**src/hdl/cl4_pkg.sv**
```systemverilog
package cl4_pkg;

  // Init wait lengths in delay units.
  localparam logic [7:0] POWER_ON_UNITS    = 8'd15;
  localparam logic [7:0] SECOND_WAIT_UNITS = 8'd5;

  // Reset values of the configuration registers.
  localparam logic [15:0] UNIT_TICKS_RESET     = 16'd1000;
  localparam logic [1:0]  FUNCTION_FLAGS_RESET = 2'd2;
  localparam logic [1:0]  ENTRY_FLAGS_RESET    = 2'd2;
  localparam logic [2:0]  DISPLAY_FLAGS_RESET  = 3'd7;

  // Display command bytes and init nibbles.
  localparam logic [7:0] CMD_FUNCTION_SET = 8'h20;
  localparam logic [7:0] CMD_DISPLAY_CTRL = 8'h08;
  localparam logic [7:0] CMD_CLEAR        = 8'h01;
  localparam logic [7:0] CMD_ENTRY_MODE   = 8'h04;
  localparam logic [3:0] NIB_WAKE         = 4'h3;
  localparam logic [3:0] NIB_FOUR_BIT     = 4'h2;

  // Init steps with a meaning of their own.
  localparam logic [3:0] STEP_FOUR_BIT = 4'd3;
  localparam logic [3:0] STEP_CMD_LO   = 4'd4;

  typedef enum logic [1:0] {
    OP_TICK  = 2'd0,
    OP_WRITE = 2'd1,
    OP_INIT  = 2'd2
  } opcode_t;

  typedef enum logic [1:0] {
    CFG_UNIT_TICKS     = 2'd0,
    CFG_FUNCTION_FLAGS = 2'd1,
    CFG_ENTRY_FLAGS    = 2'd2,
    CFG_DISPLAY_FLAGS  = 2'd3
  } cfg_index_t;

  typedef enum logic [3:0] {
    PH_IDLE     = 4'd0,
    PH_WAIT     = 4'd1,
    PH_N_SETUP  = 4'd2,
    PH_N_E      = 4'd3,
    PH_N_L      = 4'd4,
    PH_RD_SETUP = 4'd5,
    PH_RD_HI_E  = 4'd6,
    PH_RD_HI_L  = 4'd7,
    PH_RD_LO_E  = 4'd8,
    PH_RD_LO_L  = 4'd9,
    PH_WR_SETUP = 4'd10,
    PH_WR_HI_E  = 4'd11,
    PH_WR_HI_L  = 4'd12,
    PH_WR_LO_E  = 4'd13,
    PH_WR_LO_L  = 4'd14
  } phase_t;

  typedef struct packed {
    logic [1:0] opcode;
    logic       req_rs;
    logic [7:0] req_data;
    logic [3:0] bus_in;
  } in_item_t;

  typedef struct packed {
    logic       pin_rs;
    logic       pin_rw;
    logic       pin_e;
    logic [3:0] bus_out;
    logic       bus_drive;
    logic       ready_res;
    logic       init_done;
    logic [7:0] last_status;
  } out_item_t;

  typedef struct packed {
    logic [15:0] unit_ticks;
    logic [1:0]  function_flags;
    logic [1:0]  entry_flags;
    logic [2:0]  display_flags;
  } cfg_regs_t;

  typedef struct packed {
    phase_t      phase;
    logic [15:0] tick_count;
    logic [7:0]  unit_count;
    logic [7:0]  byte_hold;
    logic        rs_hold;
    logic [3:0]  init_step;
    logic [7:0]  status_hold;
    logic        init_flag;
  } seq_state_t;

endpackage

```
**src/hdl/cl4_seq.sv**
```systemverilog
// Next-state and pin logic of the sequencer for one tick.
module cl4_seq import cl4_pkg::*; #(
  parameter logic [7:0] POWER_ON_WAIT = POWER_ON_UNITS,
  parameter logic [7:0] SECOND_WAIT   = SECOND_WAIT_UNITS
) (
  input  cfg_regs_t  cfg,
  input  seq_state_t state,
  input  in_item_t   item,
  output seq_state_t state_nxt,
  output out_item_t  result
);

  // Length of a wait phase in units, chosen by the init step.
  function automatic logic [7:0] wait_len(input logic [3:0] step);
    logic [7:0] len;
    case (step)
      4'd0:    len = POWER_ON_WAIT;
      4'd1:    len = SECOND_WAIT;
      default: len = 8'd1;
    endcase
    return len;
  endfunction

  // Move on to the next init step after a nibble or a command is sent.
  function automatic seq_state_t init_continue(input seq_state_t s, input cfg_regs_t c);
    seq_state_t r;
    logic [3:0] stp;
    r = s;
    stp = s.init_step + 4'd1;
    r.init_step = stp;
    r.rs_hold = 1'b0;
    r.tick_count = '0;
    r.unit_count = '0;
    case (stp)
      4'd1, 4'd2: r.phase = PH_WAIT;
      4'd3:       r.phase = PH_N_SETUP;
      4'd4: begin
        r.byte_hold = CMD_FUNCTION_SET | {4'b0, c.function_flags, 2'b0};
        r.phase = PH_RD_SETUP;
      end
      4'd5: begin
        r.byte_hold = CMD_DISPLAY_CTRL;
        r.phase = PH_RD_SETUP;
      end
      4'd6: begin
        r.byte_hold = CMD_CLEAR;
        r.phase = PH_RD_SETUP;
      end
      4'd7: begin
        r.byte_hold = CMD_ENTRY_MODE | {6'b0, c.entry_flags};
        r.phase = PH_RD_SETUP;
      end
      4'd8: begin
        r.byte_hold = CMD_DISPLAY_CTRL | {5'b0, c.display_flags};
        r.phase = PH_RD_SETUP;
      end
      default: begin
        r.init_flag = 1'b1;
        r.init_step = '0;
        r.phase = PH_IDLE;
      end
    endcase
    return r;
  endfunction

  // Transition at the end of a phase; every branch restarts the counters.
  function automatic seq_state_t phase_done(input seq_state_t s, input logic [3:0] bus,
                                            input cfg_regs_t c);
    seq_state_t r;
    r = s;
    r.tick_count = '0;
    r.unit_count = '0;
    case (s.phase)
      PH_WAIT:     r.phase = PH_N_SETUP;
      PH_N_SETUP:  r.phase = PH_N_E;
      PH_N_E:      r.phase = PH_N_L;
      PH_N_L:      r = init_continue(s, c);
      PH_RD_SETUP: r.phase = PH_RD_HI_E;
      PH_RD_HI_E: begin
        r.status_hold = {bus, s.status_hold[3:0]};
        r.phase = PH_RD_HI_L;
      end
      PH_RD_HI_L:  r.phase = PH_RD_LO_E;
      PH_RD_LO_E: begin
        r.status_hold = {s.status_hold[7:4], bus};
        r.phase = PH_RD_LO_L;
      end
      PH_RD_LO_L:  r.phase = s.status_hold[7] ? PH_RD_SETUP : PH_WR_SETUP;
      PH_WR_SETUP: r.phase = PH_WR_HI_E;
      PH_WR_HI_E:  r.phase = PH_WR_HI_L;
      PH_WR_HI_L:  r.phase = PH_WR_LO_E;
      PH_WR_LO_E:  r.phase = PH_WR_LO_L;
      PH_WR_LO_L: begin
        if (s.init_step >= STEP_CMD_LO) begin
          r = init_continue(s, c);
        end else begin
          r.phase = PH_IDLE;
        end
      end
      default:     r.phase = PH_IDLE;
    endcase
    return r;
  endfunction

  always_comb begin
    seq_state_t  s;
    logic [15:0] ut;
    logic [15:0] tc_inc;
    logic [7:0]  uc_inc;
    logic [7:0]  len;
    logic [3:0]  init_nib;
    out_item_t   o;

    s = state;
    o = '0;

    // Start a request only while idle; requests at other times are dropped.
    if (s.phase == PH_IDLE) begin
      if (item.opcode == OP_WRITE) begin
        s.rs_hold = item.req_rs;
        s.byte_hold = item.req_data;
        s.init_step = '0;
        s.phase = PH_RD_SETUP;
        s.tick_count = '0;
        s.unit_count = '0;
      end else if (item.opcode == OP_INIT) begin
        s.init_step = '0;
        s.init_flag = 1'b0;
        s.phase = PH_WAIT;
        s.tick_count = '0;
        s.unit_count = '0;
      end
    end

    // Pin levels for this tick follow the phase after any start.
    init_nib = (s.init_step == STEP_FOUR_BIT) ? NIB_FOUR_BIT : NIB_WAKE;
    case (s.phase)
      PH_N_E: begin
        o.pin_e = 1'b1;
        o.bus_drive = 1'b1;
        o.bus_out = init_nib;
      end
      PH_N_L: begin
        o.bus_drive = 1'b1;
        o.bus_out = init_nib;
      end
      PH_RD_SETUP, PH_RD_HI_L, PH_RD_LO_L: o.pin_rw = 1'b1;
      PH_RD_HI_E, PH_RD_LO_E: begin
        o.pin_rw = 1'b1;
        o.pin_e = 1'b1;
      end
      PH_WR_SETUP: o.pin_rs = s.rs_hold;
      PH_WR_HI_E: begin
        o.pin_rs = s.rs_hold;
        o.pin_e = 1'b1;
        o.bus_drive = 1'b1;
        o.bus_out = s.byte_hold[7:4];
      end
      PH_WR_HI_L: begin
        o.pin_rs = s.rs_hold;
        o.bus_drive = 1'b1;
        o.bus_out = s.byte_hold[7:4];
      end
      PH_WR_LO_E: begin
        o.pin_rs = s.rs_hold;
        o.pin_e = 1'b1;
        o.bus_drive = 1'b1;
        o.bus_out = s.byte_hold[3:0];
      end
      PH_WR_LO_L: begin
        o.pin_rs = s.rs_hold;
        o.bus_drive = 1'b1;
        o.bus_out = s.byte_hold[3:0];
      end
      default: ;
    endcase

    // Advance the tick and unit counters; a zero unit length counts as one.
    ut = (cfg.unit_ticks == '0) ? 16'd1 : cfg.unit_ticks;
    len = (s.phase == PH_WAIT) ? wait_len(s.init_step) : 8'd1;
    tc_inc = s.tick_count + 16'd1;
    uc_inc = s.unit_count + 8'd1;
    if (s.phase != PH_IDLE) begin
      if (tc_inc >= ut) begin
        s.tick_count = '0;
        s.unit_count = uc_inc;
        if (uc_inc >= len) begin
          s = phase_done(s, item.bus_in, cfg);
        end
      end else begin
        s.tick_count = tc_inc;
      end
    end

    // Flags report the state after this tick.
    o.ready_res = (s.phase == PH_IDLE);
    o.init_done = s.init_flag;
    o.last_status = s.status_hold;

    state_nxt = s;
    result = o;
  end

endmodule

```
**src/hdl/char_lcd_4bit_interface_core.sv**
```systemverilog
// Character LCD interface core for a 4-bit character display bus. Each input item is one
// timing tick, optionally carrying a byte write or an init request; each item yields exactly
// one result item with the pin levels for that tick and the status flags after it. The core
// takes one item per clock cycle and its result is available in the cycle after acceptance,
// held in a single output register; the input stalls only while that register holds a
// result that the output side is stalling. Writes poll the busy flag before sending the two
// nibbles, and every pin phase of a read or write lasts unit_ticks ticks (zero acts as one);
// init waits last POWER_ON_WAIT, SECOND_WAIT, then 1 unit. Configuration is written through
// the cfg port (index 0 unit_ticks, 1 function_flags, 2 entry_flags, 3 display_flags),
// which is always ready.
module char_lcd_4bit_interface_core import cl4_pkg::*; #(
  parameter logic [7:0] POWER_ON_WAIT = POWER_ON_UNITS,
  parameter logic [7:0] SECOND_WAIT   = SECOND_WAIT_UNITS
) (
  input  logic        clk,
  input  logic        rst_n,
  input  logic        in_valid,
  output logic        in_stall,
  input  in_item_t    in_data,
  output logic        out_valid,
  input  logic        out_stall,
  output out_item_t   out_data,
  input  logic        cfg_valid,
  output logic        cfg_ready,
  input  logic [1:0]  cfg_index,
  input  logic [15:0] cfg_data
);

  cfg_regs_t  cfg_r;
  seq_state_t state_r;
  seq_state_t state_nxt;
  out_item_t  result;
  out_item_t  out_data_r;
  logic       out_valid_r;
  logic       in_accept;

  assign cfg_ready = 1'b1;
  assign in_stall = out_valid_r & out_stall;
  assign in_accept = in_valid & ~in_stall;
  assign out_valid = out_valid_r;
  assign out_data = out_data_r;

  // Configuration registers.
  always_ff @(posedge clk) begin
    if (!rst_n) begin
      cfg_r.unit_ticks <= UNIT_TICKS_RESET;
      cfg_r.function_flags <= FUNCTION_FLAGS_RESET;
      cfg_r.entry_flags <= ENTRY_FLAGS_RESET;
      cfg_r.display_flags <= DISPLAY_FLAGS_RESET;
    end else if (cfg_valid && cfg_ready) begin
      case (cfg_index)
        CFG_UNIT_TICKS:     cfg_r.unit_ticks <= cfg_data;
        CFG_FUNCTION_FLAGS: cfg_r.function_flags <= cfg_data[1:0];
        CFG_ENTRY_FLAGS:    cfg_r.entry_flags <= cfg_data[1:0];
        CFG_DISPLAY_FLAGS:  cfg_r.display_flags <= cfg_data[2:0];
        default: ;
      endcase
    end
  end

  // One tick of sequencer logic.
  cl4_seq #(
    .POWER_ON_WAIT (POWER_ON_WAIT),
    .SECOND_WAIT   (SECOND_WAIT)
  ) u_seq (
    .cfg       (cfg_r),
    .state     (state_r),
    .item      (in_data),
    .state_nxt (state_nxt),
    .result    (result)
  );

  // Sequencer state advances once per accepted item.
  always_ff @(posedge clk) begin
    if (!rst_n) begin
      state_r <= '{phase: PH_IDLE, default: '0};
    end else if (in_accept) begin
      state_r <= state_nxt;
    end
  end

  // Output register: loaded on accept, emptied when the result is taken.
  always_ff @(posedge clk) begin
    if (!rst_n) begin
      out_valid_r <= 1'b0;
    end else if (in_accept) begin
      out_valid_r <= 1'b1;
    end else if (!out_stall) begin
      out_valid_r <= 1'b0;
    end
  end

  always_ff @(posedge clk) begin
    if (in_accept) begin
      out_data_r <= result;
    end
  end

endmodule

```
**config.mk**
```make
export PLATFORM = sky130hd
export DESIGN_NAME = char_lcd_4bit_interface_core
export DESIGN_NICKNAME = d
export VERILOG_FILES = /design/src/hdl/cl4_pkg.sv /design/src/hdl/cl4_seq.sv /design/src/hdl/char_lcd_4bit_interface_core.sv
export SDC_FILE = /design/constraint.sdc
export NUM_CORES = 1
export LEC_CHECK = 0
export BUFFER_PORTS_ARGS = -buffer_cell sky130_fd_sc_hd__buf_2
export CORE_UTILIZATION = 55
export CTS_BUF_LIST = sky130_fd_sc_hd__clkbuf_4 sky130_fd_sc_hd__clkbuf_8
export DETAILED_ROUTE_END_ITERATION = 12
export PLACE_DENSITY_LB_ADDON = 0.2
export SKIP_CTS_REPAIR_TIMING = 1
export SLEW_MARGIN = 15
export SYNTH_ARGS = -nofsm -noshare
export SYNTH_HDL_FRONTEND = slang
export SYNTH_SLANG_ARGS = --single-unit
```
**constraint.sdc**
```tcl
create_clock -name clk -period 9.1 [get_ports clk]
set_input_delay 0.455 -clock clk [delete_from_list [all_inputs] [get_ports clk]]
set_output_delay 0.455 -clock clk [all_outputs]
set_load 0.05 [all_outputs]
```
# Yosys cells after proc, flatten, opt, wreduce, memory -nomap -nowiden
# Index checks and enable logic that the tools add are counted.
[classes]
magnitude_cmp = 3
addsub = 3
bitwise = 3
n_reduce_logical = 19
muxes = 34
eq_ne = 30
[ops]
columns = ["op", "n"]
rows = [
  ["50-bit 2-to-1 mux", 2],
  ["37-bit one-hot mux with 2 select lines", 1],
  ["28-bit 2-to-1 mux", 2],
  ["4-bit one-hot mux with 14 select lines", 1],
  ["41-bit 2-to-1 mux", 1],
  ["8-bit one-hot mux with 5 select lines", 1],
  ["4-bit by 3-bit == test with 1-bit output (second input constant)", 8],
  ["4-bit == test (second input constant)", 8],
  ["16-bit 2-to-1 mux", 2],
  ["30-bit 2-to-1 mux", 1],
  ["4-bit 2-to-1 mux", 6],
  ["8-bit one-hot mux with 3 select lines", 1],
  ["22-bit 2-to-1 mux", 1],
  ["4-bit by 2-bit == test with 1-bit output (second input constant)", 5],
  ["5-bit OR reduction", 4],
  ["16-bit by 1-bit adder with 16-bit output (second input constant)", 1],
  ["16-bit >= comparator", 1],
  ["16-bit zero test", 1],
  ["5-bit one-hot mux with 3 select lines", 1],
  ["4-bit by 1-bit == test with 1-bit output (second input constant)", 3],
  ["4-bit zero test", 3],
  ["1-bit 2-to-1 mux", 9],
  ["9-bit 2-to-1 mux", 1],
  ["3-bit one-hot mux with 3 select lines", 1],
  ["17 further kinds", 27],
]
[totals]
output_inout_bits = 21
register_bits = 92
word_cells = 113

# Logic depth before layout (Yosys ltp)
[depth]
depth_word = 14
mapped_depth = 20
ltp_nobuf = 17

# Modules after synthesis
# From an unflattened synthesis, not the netlist that was laid out.
[unflattened]
cells_unflattened = 771
hier_area_um2 = 6439.9
[modules_own_cells]
columns = ["mod", "cells_each", "seq_area_each_um2", "area_per_inst_um2", "instances"]
rows = [
  ["char_lcd_4bit_interface_core", 342, 2021.9, 3639.7, 1],
  ["cl4_seq", 429, 0.0, 2800.2, 1],
]

# Worst setup path after synthesis
# No wires, ideal clock.
[synth_path]
kind = "input port to flip-flop"
start = "input port in_data[14] in the netlist's numbering"
end = "register out_data_r (netlist bit out_data[4]), data pin"
n_path_buf = 2
path_stages = 18
setup_ns = 0.260
arrival_ns = 3.996
setup_slack_ns = 4.844
path_cell_list = "xor2_2 > nand2_2 > clkbuf_1 > and2_1 > ha_1 > nand3_1 > a2111o_1 > nor2b_1 > xnor2_1 > nor2_1 > ha_1 > a21o_1 > a21o_1 > a211oi_1 > nor2_1 > buf_2 > nand3_1 > mux2_2"
[synth_rtl]
columns = ["element", "line", "rtl"]
rows = [
  ["start, declared", "char_lcd_4bit_interface_core.sv:19", "input in_item_t in_data,"],
  ["end signal, assigned", "char_lcd_4bit_interface_core.sv:95", "out_data_r <= result;"],
  ["end, declared", "char_lcd_4bit_interface_core.sv:33", "out_item_t out_data_r;"],
]

==> flow_metrics.py <==
metrics = {
    "status": {
        "run_status": "finished, final reports clean",
    },
    "synth": {
        "synth-edff-count": 18,
        "synthXorXnorAreaFrac_pct": 3.11,
        "main_synth_ff_type": "dfxtp_1",
        "yosys.area.top_type": "dfxtp_1",
        "count_of_warnings_emitted_by_yosys": 0,
        "ys_seq_elements": 92,
        "synthArstFlopShare_pct": 0,
        "yosys.area_share.simple_pct": 22.2,
        "synth_top_cell_area_share_pct": 26.5,
        "mappedNetlistArea_um2": 5590,
        "synth_cells": 667,
        "synth-adder-area-share_pct": 5.82,
        "synth_nets": 731,
        "muxShareOfSynthArea_pct": 6.11,
        "synth_compound_gate_area_share_pct": 21.5,
        "post_synth_main_area_contributors": "dfxtp_1 (27%), edfxtp_1 (9.7%), nand2_1 (6.5%)",
        "synth.avg_cell_area_um2": 8.38,
        "synth_top_family_by_area": "simple AND/OR/NAND/NOR gates",
        "number_of_distinct_library_cell_variants_in_the_gate_level_netlist_after_synthesis": 74,
        "synth_seq_area_share_pct": 36.2,
    },
    "pwr": {
        "p_sw_share_pct": 26.7,
        "ir_drop_mv": 0.0990,
        "share_comb_of_total_power_pct": 14.8,
        "p_leak_nw": 2.63,
        "power.share.sequential_pct": 47.1,
        "p_total_mw": 0.929,
        "clkPwrFrac_pct": 38.2,
        "power_per_cell_area_nw_per_um2": 150,
        "cell_internal_pwr_mw": 0.681,
        "netSwitchingPower_mw": 0.248,
    },
    "setup_path": {
        "critPathKind": "flop to flop",
        "r2r_start": "state_r[49]$_SDFFE_PN0P_",
        "start_kind": "flop",
        "worst_r2r_path_depth": 18,
        "critical_path.max_fanout": 29,
        "worst_setup_path_startpoint": "state_r[49]$_SDFFE_PN0P_",
        "register_to_register_setup_slack_ns": 3.61,
        "data_required_time_at_the_worst_endpoint_ns": 9.21,
        "endpoint_kind": "flop",
        "worstReg2RegEnd": "out_data[1]$_DFFE_PP_",
        "critical_path_arrival_ns": 5.60,
    },
    "timing": {
        "timing.final.hold_violations": 0,
        "share_of_the_cycle_needed_by_the_critical_path_after_routing_pct": 60.3,
        "timing.fmax_ghz": 0.182,
        "grt_setup_unrepaired": "false",
        "report.final.slew_viol_count": 0,
        "crit_path_time_final_ns": 5.49,
        "setup_tns_ns": 0,
        "final-setup-viol-count": 0,
        "max_slew.worst_pin.slew_ns": 0.963,
        "relSlewSlack_pct": 35.6,
        "setup_slack_ns": 3.61,
        "fin_skew_ns": 0.00882,
    },
    "clocking": {
        "worst_setup_hold_path_clk_slew_ns": 0.09,
        "clock_sink_count": 92,
        "cts-buffers-inserted": 9,
        "clock-root-buffer": "clkbuf_8",
        "ctsLongestPathBuffers": 2,
        "cts_tree": "yes",
        "clk_latency_ns": 0.36,
        "cts_max_level": 3,
    },
    "placement": {
        "place_worst_setup_slack_ns": 3.69,
        "detailedPlacementHpwl_mm": 10.1,
        "routability_driven_placement_congestion_ratio": 0.974,
        "placed_area_um2": 5920,
        "place.port_buffers": 57,
    },
    "layout": {
        "seqCellArea_um2": 2020,
        "multiInputGateArea_um2": 3300,
        "final_cell_area_um2": 6190,
        "utilization_pct": 63.0,
        "drive_above_1_share_pct": 14.9,
        "fin_nets": 766,
        "flow.area_growth_from_synthesis_pct": 10.7,
        "antennaDiodeCount": 0,
        "fill_cells": 911,
    },
    "drt": {
        "detail_route.vias_per_cell": 6.11,
        "drcViolationCount": 0,
        "via_count": 5130,
        "wl_mm": 14.3,
        "dr_wl_cell_um": 17.0,
        "count_of_tritonroute_iterations_in_the_first_routing_pass": 5,
        "antenna_violating_nets_post_route": 0,
        "drt_first_iter_violations": 466,
    },
    "hold_path": {
        "hold_start": "in_valid",
        "type_of_the_worst_min_delay_path": "input port to flop",
        "hold_end": "out_valid$_SDFFE_PN0P_",
        "hold_depth": 2,
    },
    "grt": {
        "globalRoute.totalOverflow": 0,
        "grt_first_pass_wirelength_mm": 23.2,
        "via_count_of_the_first_global_routing_pass": 4784,
        "groute.usage.overall_pct": 28.3,
        "initial_antenna_violation_count": 0,
        "grt_max_degree": 77,
    },
    "floorplanning": {
        "start_util_pct": 56.9,
        "fp.dieArea_um2": 10600,
        "fp.dieH_um": 103,
        "count_of_pins_on_the_block_boundary": 59,
        "fp-row-count": 36,
        "fp.coreArea_um2": 9820,
        "die_w_um": 103,
    },
    "flow_run": {
        "reported_max_cap_violation_count": 0,
    },
}
layer usage:
layer / global-route usage (%) / routed length [um] / vias to the layer above
met5: 0 / 0 / -
met3: 6.51 / 1320 / 32
met4: 9.86 / 254 / 0
li1: - / - / 2490
met2: 42.0 / 6150 / 233
met1: 40.2 / 6520 / 2375
flip-flops by register name (all words and copies together), names as in the netlist:
name / count
state_r: 50
cfg_r: 23
out_data: 18
out_valid: 1
power by group through the flow:
stage | combinational (mW) | clock, mW | sequential [mW]
2_1_floorplan | 0.0827 | 0 | 0.460
3_3_place_gp | 0.131 | 0 | 0.446
3_5_place_dp | 0.135 | 0 | 0.447
4_1_cts | 0.135 | 0.361 | 0.437
5_1_grt | 0.149 | 0.382 | 0.439
6_report | 0.137 | 0.354 | 0.437
final cells by class:
| class | instances | area share (%) |
|---|---|---|
| multi-input combinational | 506 | 53.3 |
| sequential | 92 | 32.7 |
| timing repair buffer | 62 | 5.22 |
| tap | 133 | 2.69 |
| clock inverter | 7 | 2.25 |
| clock buffer | 9 | 2.00 |
| inverter | 31 | 1.88 |
critical path: stages (launching register included):
cell and delay, ns:
dfxtp_1 0.93, nor4_4 0.22, nand2_2 0.34, and2_1 0.23
ha_1 0.20, nand3_1 0.14, a2111o_1 0.46, nor2b_1 0.16
xnor2_1 0.13, nor2_1 0.08, ha_1 0.33, nand2_1 0.09
a21o_1 0.16, a21oi_1 0.17, a211oi_1 0.07, buf_4 0.22
nor2_1 0.59, nand3_1 0.36, mux2_2 0.36
kinds of logic after synthesis:
logic type      after synthesis
flops                        92
other cells                   1
simple gates                255
fa+ha+maj                    26
compound gates              172
mux                          33
xor+xnor                     19
buf+inv                      69
synth_stat cells, types with 3 or more instances:
cell type and count:
nand2_1 96, dfxtp_1 74, nor2_1 42, a21oi_1 33, inv_1 31, clkbuf_1 30, nand3_1 30, o21ai_0 28
ha_1 26, mux2i_1 24, nor2b_1 21, edfxtp_1 18, a21boi_0 15, a22oi_1 11, nand4_1 11, and3_1 10
nor3_1 10, o211ai_1 10, xnor2_1 10, mux2_2 9, a21o_1 8, xor2_1 8, and2_1 7, nor4_1 6
o22ai_1 6, o21a_1 5, o31ai_1 5, a211oi_1 4, a2bb2oi_1 4, a31oi_1 4, or2_2 4, a2111oi_0 3
a22o_1 3, a32oi_1 3, buf_2 3, nand2b_1 3, o32a_1 3, or3_1 3
metrics by stage:
step,std cells,hold slack [ns]
6_report,840,0.313
3_5_place_dp,824,0.457
2_1_floorplan,667,0.435
3_3_place_gp,824,0.443
4_1_cts,840,0.303
5_1_grt,840,0.303
layout by cell type, fill, tap and decap left out, types with 24 or more instances in the layout:
cell type  netlist  routed
nand3_1         30      30
nor2_1          42      42
dfxtp_1         74      74
a21oi_1         33      33
o21ai_0         28      28
mux2i_1         24      24
buf_2            3      57
inv_1           31      31
ha_1            26      26
nand2_1         96      96
how the worst max path moves through the flow:
stage                     slack, ns                    end
final                          3.61  out_data[1]$_DFFE_PP_
after global routing           3.16  out_data[1]$_DFFE_PP_
after detailed placement       3.69  out_data[1]$_DFFE_PP_
after floorplan                4.84  out_data[4]$_DFFE_PP_
after CTS                      3.69  out_data[1]$_DFFE_PP_
after global placement         3.95  out_data[3]$_DFFE_PP_
Note: power is estimated with default switching activity, not from simulation.
